<file path="config.mk">
export PLATFORM = sky130hd
export DESIGN_NAME = luhn_card_brand_check
export DESIGN_NICKNAME = d
export VERILOG_FILES = /design/src/rtl/core/lcbc_pkg.sv /design/src/rtl/core/lcbc_bcd.sv /design/src/rtl/core/lcbc_scan.sv /design/src/rtl/core/luhn_card_brand_check.sv
export VERILOG_INCLUDE_DIRS = /design/src /design/src/rtl/core
export SDC_FILE = /design/constraint.sdc
export NUM_CORES = 1
export LEC_CHECK = 0
export BUFFER_PORTS_ARGS = -buffer_cell sky130_fd_sc_hd__buf_2
export CAP_MARGIN = 20
export CORE_ASPECT_RATIO = 1.2
export CORE_MARGIN = 5
export CORE_UTILIZATION = 47
export DETAILED_ROUTE_END_ITERATION = 8
export SYNTH_ARGS = -nofsm -noshare
export SYNTH_HDL_FRONTEND = slang
export SYNTH_HIERARCHICAL = 1
export SYNTH_SLANG_ARGS = --single-unit
</file>
<file path="constraint.sdc">
create_clock -name clk_i -period 7.9 [get_ports clk_i]
set_input_delay 1.185 -clock clk_i [delete_from_list [all_inputs] [get_ports clk_i]]
set_output_delay 1.185 -clock clk_i [all_outputs]
set_load 0.005 [all_outputs]
</file>
<file path="src/rtl/core/luhn_card_brand_check_defines.svh">
// assertion macros for the luhn card brand check
`ifndef LUHN_CARD_BRAND_CHECK_DEFINES_SVH
`define LUHN_CARD_BRAND_CHECK_DEFINES_SVH

// same-cycle implication, checked outside reset
`define LCBC_ASSERT_NOW(name, pre, post) \
  name: assert property (@(posedge clk_i) disable iff (!rst_ni) (pre) |-> (post)) \
    else $error("luhn_card_brand_check: same-cycle check failed");

// next-cycle implication, checked outside reset
`define LCBC_ASSERT_NEXT(name, pre, post) \
  name: assert property (@(posedge clk_i) disable iff (!rst_ni) (pre) |=> (post)) \
    else $error("luhn_card_brand_check: next-cycle check failed");

`endif

</file>
<file path="src/rtl/core/lcbc_pkg.sv">
// types, constants and codes shared by the luhn card brand check
`timescale 1ns / 1ps
package lcbc_pkg;

  localparam int CARD_W             = 54;
  localparam int DIGIT_W            = 4;
  localparam int BCD_DIGITS         = 17;
  localparam int CNT_W              = $clog2(CARD_W);
  localparam int IDX_W              = $clog2(BCD_DIGITS);
  localparam int COUNT_W            = $clog2(BCD_DIGITS + 1);
  localparam int MAX_DIGITS_DEFAULT = 16;

  localparam logic [1:0] VERDICT_INVALID = 2'd0;
  localparam logic [1:0] VERDICT_AMEX    = 2'd1;
  localparam logic [1:0] VERDICT_MASTER  = 2'd2;
  localparam logic [1:0] VERDICT_VISA    = 2'd3;

  localparam logic [DIGIT_W-1:0] MC_HI      = 4'd5;
  localparam logic [DIGIT_W-1:0] MC_LO_MIN  = 4'd1;
  localparam logic [DIGIT_W-1:0] MC_LO_MAX  = 4'd5;
  localparam logic [DIGIT_W-1:0] AMEX_HI    = 4'd3;
  localparam logic [DIGIT_W-1:0] AMEX_LO_A  = 4'd4;
  localparam logic [DIGIT_W-1:0] AMEX_LO_B  = 4'd7;
  localparam logic [DIGIT_W-1:0] VISA_HI    = 4'd4;
  localparam logic [DIGIT_W-1:0] NINE       = 4'd9;

  localparam logic [COUNT_W-1:0] MC_LEN     = COUNT_W'(16);
  localparam logic [COUNT_W-1:0] AMEX_LEN   = COUNT_W'(15);
  localparam logic [COUNT_W-1:0] VISA_LEN_A = COUNT_W'(13);
  localparam logic [COUNT_W-1:0] VISA_LEN_B = COUNT_W'(16);

  typedef enum logic [1:0] {
    OP_HOLD,
    OP_LOAD,
    OP_DABBLE,
    OP_DIGIT
  } bcd_op_e;

  typedef enum logic [1:0] {
    ST_IDLE,
    ST_CONV,
    ST_SCAN,
    ST_FIN
  } state_e;

  typedef struct packed {
    logic             clear;
    logic             step;
    logic [IDX_W-1:0] idx;
  } scan_ctrl_t;

  typedef struct packed {
    logic [1:0] verdict;
    logic       out_of_range;
  } scan_res_t;

endpackage

</file>
<file path="src/rtl/core/lcbc_bcd.sv">
// bit-serial binary to bcd converter with a digit-serial readout
`timescale 1ns / 1ps
module lcbc_bcd (
  input  logic                           clk_i,
  input  lcbc_pkg::bcd_op_e              op_i,
  input  logic [lcbc_pkg::CARD_W-1:0]    number_i,
  output logic [lcbc_pkg::DIGIT_W-1:0]   digit_o
);
  import lcbc_pkg::*;

  logic [CARD_W-1:0]  bin_q;
  logic [DIGIT_W-1:0] bcd_q   [BCD_DIGITS];
  logic [DIGIT_W-1:0] adj     [BCD_DIGITS];
  logic [DIGIT_W-1:0] dabble  [BCD_DIGITS];
  logic [DIGIT_W-1:0] dshift  [BCD_DIGITS];

  always_comb begin
    for (int k = 0; k < BCD_DIGITS; k++) begin
      adj[k] = (bcd_q[k] >= DIGIT_W'(5)) ? bcd_q[k] + DIGIT_W'(3) : bcd_q[k];
    end
    for (int k = 0; k < BCD_DIGITS; k++) begin
      if (k == 0) begin
        dabble[k] = {adj[k][DIGIT_W-2:0], bin_q[CARD_W-1]};
      end else begin
        dabble[k] = {adj[k][DIGIT_W-2:0], adj[k-1][DIGIT_W-1]};
      end
      if (k == BCD_DIGITS - 1) begin
        dshift[k] = '0;
      end else begin
        dshift[k] = bcd_q[k+1];
      end
    end
  end

  always_ff @(posedge clk_i) begin
    case (op_i)
      OP_LOAD: begin
        bin_q <= number_i;
        for (int k = 0; k < BCD_DIGITS; k++) bcd_q[k] <= '0;
      end
      OP_DABBLE: begin
        bin_q <= {bin_q[CARD_W-2:0], 1'b0};
        bcd_q <= dabble;
      end
      OP_DIGIT: begin
        bcd_q <= dshift;
      end
      default: begin
      end
    endcase
  end

  assign digit_o = bcd_q[0];

endmodule

</file>
<file path="src/rtl/core/lcbc_scan.sv">
// digit-serial luhn sum, digit count, leading digits and brand decision
`timescale 1ns / 1ps
module lcbc_scan #(
  parameter int MAX_DIGITS = lcbc_pkg::MAX_DIGITS_DEFAULT
) (
  input  logic                          clk_i,
  input  logic                          rst_ni,
  input  lcbc_pkg::scan_ctrl_t          ctrl_i,
  input  logic [lcbc_pkg::DIGIT_W-1:0]  digit_i,
  output lcbc_pkg::scan_res_t           res_o
);
  import lcbc_pkg::*;

  localparam logic [COUNT_W-1:0] MaxCount = COUNT_W'(MAX_DIGITS);

  logic [DIGIT_W-1:0] sum_q, sum_d;
  logic [COUNT_W-1:0] count_q, count_d;
  logic [DIGIT_W-1:0] hi_q, hi_d;
  logic [DIGIT_W-1:0] lo_q, lo_d;
  logic [DIGIT_W-1:0] prev_q, prev_d;
  logic               all9_q, all9_d;

  logic [DIGIT_W:0]   dbl;
  logic [DIGIT_W:0]   contrib;
  logic [DIGIT_W:0]   acc;
  logic               luhn_ok;
  logic               two_plus;

  always_comb begin
    dbl     = {digit_i, 1'b0};
    if (ctrl_i.idx[0]) begin
      contrib = (dbl < (DIGIT_W+1)'(10)) ? dbl : dbl - (DIGIT_W+1)'(9);
    end else begin
      contrib = {1'b0, digit_i};
    end
    acc     = {1'b0, sum_q} + contrib;

    sum_d   = sum_q;
    count_d = count_q;
    hi_d    = hi_q;
    lo_d    = lo_q;
    prev_d  = prev_q;
    all9_d  = all9_q;
    if (ctrl_i.clear) begin
      sum_d   = '0;
      count_d = '0;
      hi_d    = '0;
      lo_d    = '0;
      prev_d  = '0;
      all9_d  = 1'b1;
    end else if (ctrl_i.step) begin
      sum_d  = (acc >= (DIGIT_W+1)'(10)) ? DIGIT_W'(acc - (DIGIT_W+1)'(10))
                                          : acc[DIGIT_W-1:0];
      prev_d = digit_i;
      if (digit_i != '0) begin
        count_d = COUNT_W'(ctrl_i.idx) + COUNT_W'(1);
        hi_d    = digit_i;
        lo_d    = prev_q;
      end
      if (COUNT_W'(ctrl_i.idx) < MaxCount) begin
        all9_d = all9_q & (digit_i == NINE);
      end
    end
  end

  always_ff @(posedge clk_i or negedge rst_ni) begin
    if (!rst_ni) begin
      sum_q   <= '0;
      count_q <= '0;
      all9_q  <= 1'b1;
    end else begin
      sum_q   <= sum_d;
      count_q <= count_d;
      all9_q  <= all9_d;
    end
  end

  always_ff @(posedge clk_i) begin
    hi_q   <= hi_d;
    lo_q   <= lo_d;
    prev_q <= prev_d;
  end

  always_comb begin
    luhn_ok  = (sum_q == '0);
    two_plus = (count_q >= COUNT_W'(2));
    res_o.out_of_range = (count_q == '0) || (count_q > MaxCount) ||
                         ((count_q == MaxCount) && all9_q);
    res_o.verdict = VERDICT_INVALID;
    if (res_o.out_of_range || !luhn_ok) begin
      res_o.verdict = VERDICT_INVALID;
    end else if (two_plus && (hi_q == MC_HI) && (lo_q inside {[MC_LO_MIN:MC_LO_MAX]}) &&
                 (count_q == MC_LEN)) begin
      res_o.verdict = VERDICT_MASTER;
    end else if (two_plus && (hi_q == AMEX_HI) && (lo_q inside {AMEX_LO_A, AMEX_LO_B}) &&
                 (count_q == AMEX_LEN)) begin
      res_o.verdict = VERDICT_AMEX;
    end else if ((hi_q == VISA_HI) && (count_q inside {VISA_LEN_A, VISA_LEN_B})) begin
      res_o.verdict = VERDICT_VISA;
    end
  end

endmodule

</file>
<file path="src/rtl/core/luhn_card_brand_check.sv">
// Luhn check and brand classification of one card number per transaction. The
// number is converted to 17 bcd digits one bit per cycle, then the digits are
// read out least significant first, one per cycle, into the Luhn sum, digit
// count and leading digit registers; from there the verdict moves into the
// output register once that register is free or its result is being taken.
// in_stall_o is high from acceptance until the result has moved to the output
// register, which then holds it until taken.
`timescale 1ns / 1ps
`include "luhn_card_brand_check_defines.svh"
module luhn_card_brand_check #(
  parameter int MAX_DIGITS = lcbc_pkg::MAX_DIGITS_DEFAULT
) (
  input  logic                        clk_i,
  input  logic                        rst_ni,
  input  logic                        in_valid_i,
  output logic                        in_stall_o,
  input  logic [lcbc_pkg::CARD_W-1:0] card_number_i,
  output logic                        out_valid_o,
  input  logic                        out_stall_i,
  output logic [1:0]                  verdict_o,
  output logic                        out_of_range_o
);
  import lcbc_pkg::*;

  localparam logic [CNT_W-1:0] ConvLast = CNT_W'(CARD_W - 1);
  localparam logic [CNT_W-1:0] ScanLast = CNT_W'(BCD_DIGITS - 1);

  state_e             state_q, state_d;
  logic [CNT_W-1:0]   cnt_q, cnt_d;
  logic               out_valid_q, out_valid_d;
  logic [1:0]         verdict_q;
  logic               oor_q;

  bcd_op_e            bcd_op;
  scan_ctrl_t         scan_ctrl;
  scan_res_t          scan_res;
  logic [DIGIT_W-1:0] digit;
  logic               out_load;

  lcbc_bcd u_bcd (
    .clk_i    (clk_i),
    .op_i     (bcd_op),
    .number_i (card_number_i),
    .digit_o  (digit)
  );

  lcbc_scan #(
    .MAX_DIGITS (MAX_DIGITS)
  ) u_scan (
    .clk_i   (clk_i),
    .rst_ni  (rst_ni),
    .ctrl_i  (scan_ctrl),
    .digit_i (digit),
    .res_o   (scan_res)
  );

  // next state
  always_comb begin
    state_d = state_q;
    case (state_q)
      ST_IDLE: if (in_valid_i) state_d = ST_CONV;
      ST_CONV: if (cnt_q == ConvLast) state_d = ST_SCAN;
      ST_SCAN: if (cnt_q == ScanLast) state_d = ST_FIN;
      ST_FIN:  if (!out_valid_q || !out_stall_i) state_d = ST_IDLE;
      default: state_d = ST_IDLE;
    endcase
  end

  // state outputs
  always_comb begin
    in_stall_o      = 1'b1;
    bcd_op          = OP_HOLD;
    scan_ctrl.clear = 1'b0;
    scan_ctrl.step  = 1'b0;
    scan_ctrl.idx   = cnt_q[IDX_W-1:0];
    out_load        = 1'b0;
    cnt_d           = cnt_q;
    case (state_q)
      ST_IDLE: begin
        in_stall_o = 1'b0;
        if (in_valid_i) begin
          bcd_op          = OP_LOAD;
          scan_ctrl.clear = 1'b1;
          cnt_d           = '0;
        end
      end
      ST_CONV: begin
        bcd_op = OP_DABBLE;
        cnt_d  = (cnt_q == ConvLast) ? '0 : cnt_q + CNT_W'(1);
      end
      ST_SCAN: begin
        bcd_op         = OP_DIGIT;
        scan_ctrl.step = 1'b1;
        cnt_d          = cnt_q + CNT_W'(1);
      end
      ST_FIN: begin
        out_load = !out_valid_q || !out_stall_i;
      end
      default: begin
      end
    endcase
  end

  always_comb begin
    out_valid_d = out_valid_q;
    if (out_load) begin
      out_valid_d = 1'b1;
    end else if (out_valid_q && !out_stall_i) begin
      out_valid_d = 1'b0;
    end
  end

  always_ff @(posedge clk_i or negedge rst_ni) begin
    if (!rst_ni) begin
      state_q     <= ST_IDLE;
      cnt_q       <= '0;
      out_valid_q <= 1'b0;
    end else begin
      state_q     <= state_d;
      cnt_q       <= cnt_d;
      out_valid_q <= out_valid_d;
    end
  end

  always_ff @(posedge clk_i) begin
    if (out_load) begin
      verdict_q <= scan_res.verdict;
      oor_q     <= scan_res.out_of_range;
    end
  end

  assign out_valid_o    = out_valid_q;
  assign verdict_o      = verdict_q;
  assign out_of_range_o = oor_q;

  `LCBC_ASSERT_NEXT(a_accept_starts_conv, in_valid_i && !in_stall_o, state_q == ST_CONV)
  `LCBC_ASSERT_NEXT(a_scan_ends_in_fin, (state_q == ST_SCAN) && (cnt_q == ScanLast),
                    state_q == ST_FIN)
  `LCBC_ASSERT_NOW(a_oor_is_invalid, out_valid_o && out_of_range_o,
                   verdict_o == VERDICT_INVALID)

endmodule
</file>
; ---- Word level (Yosys, flattened, before mapping)
; Cells that the tools add are included.
[op_classes]
eq_ne = 21
mul = 0
reduce_logical = 36
n_bitwise = 1
shift = 0
n_lt_le_gt_ge = 24
div_mod_pow = 0
n_mux = 50
n_addsub = 22
[op_table]
columns = op, count
row1 = 68-bit case mux with 3 select lines, 1
row2 = 54-bit case mux with 2 select lines, 1
row3 = 4-bit two-way mux, 19
row4 = "4-bit by 3-bit greater-or-equal comparator with 1-bit output, second input constant", 17
row5 = "4-bit by 2-bit adder with 4-bit output, second input constant", 16
row6 = 5-bit two-way mux, 5
row7 = 6-bit case mux with 3 select lines, 1
row8 = "4-bit by 3-bit == test with 1-bit output, second input constant", 4
row9 = 2-bit two-way mux, 7
row10 = 2-bit nonzero test, 7
row11 = 6-bit two-way mux, 2
row12 = 1-bit two-way mux, 11
row13 = "5-bit by 4-bit == test with 1-bit output, second input constant", 2
row14 = 1-bit logical AND, 10
row15 = "2-bit == test, second input constant", 4
row16 = "2-bit inequality test, second input constant", 4
row17 = 2-bit case mux with 4 select lines, 1
row18 = 2-bit AND reduction, 4
row19 = "6-bit by 1-bit adder with 6-bit output, second input constant", 1
row20 = "6-bit by 5-bit == test with 1-bit output, second input constant", 1
row21 = "6-bit == test, second input constant", 1
row22 = 2-bit case mux with 3 select lines, 1
row23 = 3-bit nonzero test, 2
row24 = 4-bit by 5-bit adder with 5-bit output, 1
row25 = other kinds (25), 31
[word_totals]
inputBits = 58
n_memories = 0
latchBits = 0
output_inout_bits = 5
elab_cells = 184
ramBits = 0
mem_bits_ro = 0
register_bits = 156

; ---- Longest topological paths before layout
; Gate-level depths: netlist of run 1.
[logic_depth]
ltp_word = 8
mapped_depth = 16

; ---- Cells and area by module
; The synthesis of run 1 kept the hierarchy.
[modules_own_cells]
columns = module, cells_per_inst, seq_area_each_um2, area_each_um2, n_inst
row1 = lcbc_bcd, 602, 3663.5, 7080.5, 1
row2 = lcbc_scan, 169, 491.7, 1418.9, 1
row3 = luhn_card_brand_check, 66, 315.3, 701.9, 1

; ---- Least setup slack after synthesis of run 1
; OpenSTA, ideal clock, no wires.
[synth_path]
path_type = in2reg
from = input in_valid_i
to = register u_bcd/bcd_q[0] (netlist name) (enable)
path_slack_ns = 4.467
t_arrival_ns = 3.011
path_stages = 5
required_ns = 7.478
cell_sequence = and2_1 > mux2_2 > inv_1 > ha_1 > inv_1
[synth_between]
elab_chain_len = 4
word_cells_on_any_way = 6
classes_between = 3 x eq/ne / 2 x mux / 1 x reduce/logical
[synth_rtl]
columns = item, line_no
row1 = from (decl), luhn_card_brand_check.sv:15  ; input logic in_valid_i,
row2 = 1-bit two-way mux (*), luhn_card_brand_check.sv:81  ; if (in_valid_i) begin
row3 = 2-bit case mux with 3 select lines (*), luhn_card_brand_check.sv:78  ; case (state_q)
row4 = via bcd_op[0], luhn_card_brand_check.sv:34  ; bcd_op_e bcd_op;
row5 = 2-bit by 1-bit == test with 1-bit output / 2-bit == test (equally long branches), lcbc_bcd.sv:36  ; case (op_i)
row6 = 3-bit nonzero test (no source line) (*), --
row7 = to (signal assigned), lcbc_bcd.sv:43  ; bcd_q <= dabble;
row8 = to (signal assigned), lcbc_bcd.sv:46  ; bcd_q <= dshift;
row9 = to (decl), lcbc_bcd.sv:12  ; logic [DIGIT_W-1:0] bcd_q [BCD_DIGITS];
; Mark *: on every way through the listed nets, which the timed path passes. The rest lies on a longest branch.
; A chain may end at the register's enable or synchronous reset.

; ---- Worst setup path after layout of run 1
[layout_path]
from = register u_bcd.bcd_q (netlist bit u_bcd/digit_o[1])
to = register u_scan.sum_q[1]
[layout_between]
elab_chain_len = 8
word_cells_on_any_way = 10
classes_between = 3 x add/sub / 2 x order compare / 5 x mux
[layout_rtl]
columns = item, line_no
row1 = 5-bit by 4-bit subtractor with 5-bit output / 5-bit by 4-bit < comparator with 1-bit output (equally long branches), lcbc_scan.sv:32  ; contrib = (dbl < (DIGIT_W+1)'(10)) ? dbl : dbl - (DIGIT_W+1)'(9);
row2 = 5-bit two-way mux, lcbc_scan.sv:32
row3 = 5-bit two-way mux (*), lcbc_scan.sv:31  ; if (ctrl_i.idx[0]) begin
row4 = 4-bit by 5-bit adder with 5-bit output (*), lcbc_scan.sv:36  ; acc = {1'b0, sum_q} + contrib;
row5 = 5-bit by 4-bit greater-or-equal comparator with 1-bit output / 4-bit subtractor (equally long branches), lcbc_scan.sv:52  ; sum_d = (acc >= (DIGIT_W+1)'(10)) ? DIGIT_W'(acc - (DIGIT_W+1)'(10))
row6 = 4-bit two-way mux (*), lcbc_scan.sv:52
row7 = 4-bit two-way mux (*), lcbc_scan.sv:51  ; end else if (ctrl_i.step) begin
row8 = 4-bit two-way mux (*), lcbc_scan.sv:44  ; if (ctrl_i.clear) begin
row9 = to (signal assigned), lcbc_scan.sv:72  ; sum_q <= sum_d;
row10 = to (decl), lcbc_scan.sv:16  ; logic [DIGIT_W-1:0] sum_q, sum_d;
; Every way passes the cells marked *; elsewhere a longest branch is shown, timed or not. The select of a mux whose other input is x is not followed.

==> results of run 1 <==
critical path, cell delays in order, from the launching register on:
cell and delay (ns):
edfxtp_1 0.52, inv_1 0.18, ha_1 0.27, inv_1 0.09, a21oi_1 0.26, xnor2_1 0.10
nand2_1 0.07, o21ai_0 0.15, fa_1 0.48, xor2_1 0.21, inv_1 0.07, ha_1 0.18
o31ai_1 0.07, and3b_1 0.21, or4_1 0.47, nand3_1 0.09
routing by layer:
| layer | GRT usage | up-vias | share of wire |
|---|---|---|---|
| met1 | 0.214 | 3223 | 0.43 |
| li1 | - | 3228 | - |
| met2 | 0.305 | 125 | 0.52 |
| met4 | 0.0508 | 0 | 0.014 |
| met3 | 0.0370 | 20 | 0.037 |
| met5 | 0 | - | 0 |
cells by family (layout without fill, tap and decap cells):
family                   count (synthesis)  after routing  synth area share
buffers and inverters                  102            151            0.0469
flip-flops                             156            156             0.486
adder cells (fa/ha/maj)                 56             56            0.0770
AO/OA/AOI/OAI                          204            204             0.159
AND/OR/NAND/NOR                        245            245             0.143
multiplexers                            65             65            0.0782
XOR/XNOR                                 9              9           0.00938
layout by cell type, fill, tap and decap left out, drive strengths merged, types with 23 or more instances in the layout:
master and count:
ha 55, inv 61, nand2b 23, buf 69, nand3 38, nand2 67, mux2 55, edfxtp 125
a21oi 40, o21ai 46, nor2 31
flip-flops by register name, summed over array words and instances (netlist names):
register,flops
state_q,2
verdict_o,2
u_scan/hi_q,4
u_scan/all9_q,1
u_scan/prev_q,4
u_bcd/digit_o,4
u_bcd/bin_q,54
u_scan/sum_q,4
u_scan/count_q,5
u_bcd/bcd_q,64
out_valid_o,1
u_scan/lo_q,4
out_of_range_o,1
cnt_q,6
layout make-up:
cell class              instances  share of cell area
flip-flops and latches        156               0.435
multi-input cells             579               0.420
clock buffers                  17              0.0414
repair buffers                 69              0.0384
well taps                     261              0.0317
inverters                      50              0.0182
clock inverters                15              0.0159
cells in the mapped netlist, drive strengths merged (3+ instances only):
cell type  count
edfxtp       125
nand2         67
ha            55
mux2          55
inv           50
o21ai         46
a21oi         40
nand3         38
clkbuf        32
nor2          31
nand2b        23
buf           20
nand3b        20
nor3b         19
a2111o        18
dfrtp         18
a31oi         15
and2          15
o211ai        15
a211o         14
a32o          14
dfxtp         12
o311ai        12
nor2b         11
mux2i         10
a32oi          9
a22oi          7
nor4           5
xor2           5
xnor2          4
a21boi         3
a21o           3
path summary, 6_finish.rpt:
kind / start / to / slack, ns
setup / recovery: u_bcd/digit_o[1]$_DFFE_PP_ / u_scan/sum_q[1]$_DFFE_PN0P_ / 4.41
hold / removal: u_scan/prev_q[3]$_SDFFE_PP0P_ / u_scan/prev_q[3]$_SDFFE_PP0P_ / 0.47
setup reg to reg: u_bcd/digit_o[1]$_DFFE_PP_ / u_scan/sum_q[1]$_DFFE_PN0P_ / 4.41
hold reg to reg: u_scan/prev_q[3]$_SDFFE_PP0P_ / u_scan/prev_q[3]$_SDFFE_PP0P_ / 0.47
max in group asynchronous: rst_ni / u_scan/all9_q$_DFFE_PN1P_ / 6.85
min in group asynchronous: rst_ni / cnt_q[1]$_DFFE_PN0P_ / 0.70
stage by stage:
stage / area (sq um) / utilization / worst slack [ns]
finish: 10300 / 0.530 / 4.41
global route: 10300 / 0.530 / 4.17
CTS: 10200 / 0.528 / 4.31
detailed placement: 9650 / 0.497 / 3.86
global placement: 9650 / 0.497 / 3.94
floorplan: 9200 / - / 4.47
==> results_dict.tcl, run 1 <==
set metrics [dict create \
    status "completed" \
    ys_seq_area_frac 0.486 \
    grt_max_degree 98 \
    ant_nets 0 \
    synth_edf_count 125 \
    synth_area_leaders "edfxtp_1 41%, ha_1 7.5%, mux2_2 6.6%" \
    cts_max_level 4 \
    hold_viol 0 \
    top_level_ports 63 \
    rsz0062_at_grt "no" \
    slew_headroom 0.375 \
    grt_pass1_wl_mm 31.7 \
    clkSinkCount 156 \
    grt_antenna_before_repair 0 \
    post_cts_buffers 0 \
    n_antenna_cell 0 \
    wl_per_cell_um 16.5 \
    cp.required_ns 8.26 \
    fin_worst_skew_ns 0.0109 \
    layout.area.seq_sq_um 4470 \
    cp.arrival_ns 3.85 \
    clock_path_buffers 2 \
    insertion_delay_ns 0.43 \
    fin_crit_ns 3.49 \
    syn_to_final_growth_pct 11.8 \
    die_w_um 138 \
    die_h_um 163 \
    root_buffer "clkbuf_16" \
    clkSlewWorstSetupHoldPaths_ns 0.07 \
    vias 6596 \
    viasPerCell 5.75 \
    slew_viol_final 0 \
    cts_hold_buf 0 \
    syn_inst 837 \
    stdcell_count 1147 \
    finalSetupViolations 0 \
    place_congestion 0.758 \
    cp-start-kind "register" \
    overflow 0 \
    die_area_sq_um 22500 \
    crit_type "register to register" \
    maxCapViolCount 0 \
    wirelength_mm 18.9 \
    drc_errors 0 \
    coreArea_sq_um 19400 \
    post-place-cells 1113 \
    synth_flop_cell "edfxtp_1" \
    cp-end-kind "register" \
    layout-drive-gt1-share 0.190 \
    cp_max_fo 8 \
    final_net_count 987 \
    dp_hpwl_mm 12.2 \
    reg2reg_depth 15 \
    cts_resized 0 \
    fin_crit_sh 0.442 \
    multi_input_area_sq_um 4320 \
    grt_usage 0.174 \
    syn_nets 951 \
    fillers 1697 \
    fin_setup_tns_ns 0 \
    fmax_mhz 287 \
    drt_first_iter_violations 435 \
    cts_buffers 17 \
    rows 56 \
    syn_avg_cell_area_sq_um 11.0 \
    hold_depth 2 \
    portBuffers 62 \
    ys_seq_elements 156 \
    holdWs_ns 0.475 \
    yosysWarnings 6 \
    hold_path.class "register to register" \
    async_reset_ff_frac 0.122 \
    first_global_vias 6593 \
    yosysUniqueCellTypes 66 \
    cts_tree "done" \
    start_util 0.474 \
    firstDrtPassIters 5 \
    synth_top_cell_area_share 0.408 \
    synth_top_cell_by_area "edfxtp_1" \
    netlist_area_sq_um 9200 \
    worst_pin_slew_ns 0.938 \
]
Power of run 1 is not shown: default switching activity piles up to over one toggle a cycle in this logic, so the estimate is an artifact.
==> run 2: changes to the inputs <==
--- a/config.mk
+++ b/config.mk
@@ -12,6 +12,7 @@
 export CORE_MARGIN = 5
 export CORE_UTILIZATION = 47
 export DETAILED_ROUTE_END_ITERATION = 8
+export PLACE_DENSITY = 0.67
 export SYNTH_ARGS = -nofsm -noshare
 export SYNTH_HDL_FRONTEND = slang
 export SYNTH_HIERARCHICAL = 1
==> constraint.sdc (replaced) <==
create_clock -name clk_i -period 3 [get_ports clk_i]
set_input_delay 0.45 -clock clk_i [delete_from_list [all_inputs] [get_ports clk_i]]
set_output_delay 0.45 -clock clk_i [all_outputs]
set_load 0.005 [all_outputs]
==> results_dict.tcl, run 2 (synthesis results as in run 1) <==
set metrics [dict create \
    cp-start-kind "register" \
    fin_worst_skew_ns 0.0108 \
    fin_crit_sh 0.985 \
    viasPerCell 5.70 \
    worst_pin_slew_ns 0.825 \
    path_common_cell "ha_4" \
    top_level_ports 63 \
    status "completed" \
    slew_headroom 0.449 \
    coreArea_sq_um 19400 \
    hold_end "out_valid_o$_DFFE_PN0P_" \
    firstDrtPassIters 5 \
    overflow 0 \
    clkSlewWorstSetupHoldPaths_ns 0.07 \
    largest_register "u_bcd/bcd_q" \
    hold_viol 0 \
    cts_tree "done" \
    hold_depth 2 \
    fmax_mhz 338 \
    syn_to_final_growth_pct 14.4 \
    wirelength_mm 18.5 \
    post-place-cells 1123 \
    n_antenna_cell 0 \
    grt_usage 0.169 \
    dp_hpwl_mm 12.0 \
    die_area_sq_um 22500 \
    die_w_um 138 \
    r2r-end "u_scan/sum_q[1]$_DFFE_PN0P_" \
    wl_per_cell_um 15.9 \
    cp-end-kind "register" \
    largest_reg_flops 64 \
    ant_nets 0 \
    start_util 0.474 \
    hold_path.class "primary input to register" \
    final_net_count 1003 \
    cts_max_level 4 \
    cp.arrival_ns 3.32 \
    grt_antenna_before_repair 1 \
    final_common_cell "edfxtp_1" \
    cp.required_ns 3.36 \
    crit_chain "inv_2, ha_4, buf_4, nand2_1, a211oi_1, nor2_1, ha_1, xor2_2, inv_1, ha_4, o31ai_1, and3b_2, or4_1, nand3_1" \
    cp_max_fo 5 \
    min_from "out_stall_i" \
    rrSetupSlack_ns 0.04 \
    slew_viol_final 0 \
    maxCapViolCount 0 \
    r2r-start "u_bcd/digit_o[1]$_DFFE_PP_" \
    portBuffers 62 \
    grt_pass1_wl_mm 30.9 \
    reg.largest.list "u_bcd/bcd_q: 64 flops, u_bcd/bin_q: 54 flops, cnt_q: 6 flops" \
    rows 56 \
    clock_path_buffers 2 \
    cts_buffers 17 \
    finalSetupViolations 0 \
    insertion_delay_ns 0.43 \
    stdcell_count 1163 \
    reg2reg_depth 14 \
    drt_first_iter_violations 569 \
    clkSinkCount 156 \
    fin_crit_ns 2.96 \
    layout-drive-gt1-share 0.218 \
    final_cell_mix "125 x edfxtp_1, 67 x nand2_1, 62 x buf_2" \
    cpPeakStageDelay_ns 0.48 \
    drc_errors 0 \
    root_buffer "clkbuf_16" \
    first_global_vias 6456 \
    grt_max_degree 73 \
    slowest_stage "or4_1" \
    die_h_um 163 \
    fin_setup_tns_ns 0 \
    place_congestion 0.802 \
    vias 6625 \
    crit_type "register to register" \
]
-- run 2: cell types whose count changed in the layout (fill, tap and decap cells not counted), sizes merged --
cell	change
bufinv	-1
dlygate4sd3	+1
inv	-6
clkinv	+5
clkinvlp	+2
buf	+15
-- run 2: per-stage QoR --
step,hold slack [ns],utilization,cell area (sq um),setup slack [ns]
after floorplan,0.154,-,9210,0.00492
final,0.249,0.542,10500,0.0442
after global placement,0.421,0.505,9800,0.103
after global routing,0.245,0.542,10500,-0.0800
after detailed placement,0.422,0.505,9800,-0.0200
after CTS,0.229,0.538,10400,0.0520
-- run 2: layout make-up --
type                            count  area [sq um]
Fill cell                        1685          8880
Sequential cell                   156          4470
Multi-Input combinational cell    579          4370
Timing Repair Buffer               85           548
Clock buffer                       17           425
Tap cell                          261           327
Clock inverter                     15           199
Inverter                           50           188
-- run 2: worst max-delay path by stage --
stage	startpoint	end	cells past startpoint	slack [ns]
after floorplan	u_bcd/digit_o[0]$_DFFE_PP_	u_scan/sum_q[1]$_DFFE_PN0P_	15	0.005
after global routing	u_bcd/digit_o[1]$_DFFE_PP_	u_scan/sum_q[1]$_DFFE_PN0P_	15	-0.08
after detailed placement	u_bcd/digit_o[0]$_DFFE_PP_	u_scan/sum_q[1]$_DFFE_PN0P_	14	-0.02
after CTS	u_bcd/digit_o[0]$_DFFE_PP_	u_scan/sum_q[1]$_DFFE_PN0P_	14	0.05
final	u_bcd/digit_o[1]$_DFFE_PP_	u_scan/sum_q[1]$_DFFE_PN0P_	14	0.04
after global placement	u_bcd/digit_o[0]$_DFFE_PP_	u_scan/sum_q[1]$_DFFE_PN0P_	14	0.10
-- run 2: what timing repair did --
action                                  CTS  global route
buffers inserted                          1             6
pin swaps                                 1             7
gates resized for setup                   2            11
hold buffers                              1             0
hold endpoints to repair                 18             0
endpoints found under the setup margin    1             3
-- run 2: critical path: cells and delay by family, from the launching register on --
kind / cells / cell delay (ns)
flops: 1 / 0.41
compound gates: 2 / 0.38
fa+ha+maj: 3 / 0.66
xor+xnor: 1 / 0.18
buf+inv: 3 / 0.32
simple gates: 5 / 0.96
-- run 2: per-layer routing --
layer / GRT usage / share of wire / vias up
met3: 0.0413 / 0.043 / 23
met1: 0.221 / 0.45 / 3203
met2: 0.274 / 0.49 / 132
met5: 0 / 0.00070 / -
met4: 0.0606 / 0.015 / 2
li1: - / - / 3265
Power of run 2 is left out for the same reason.
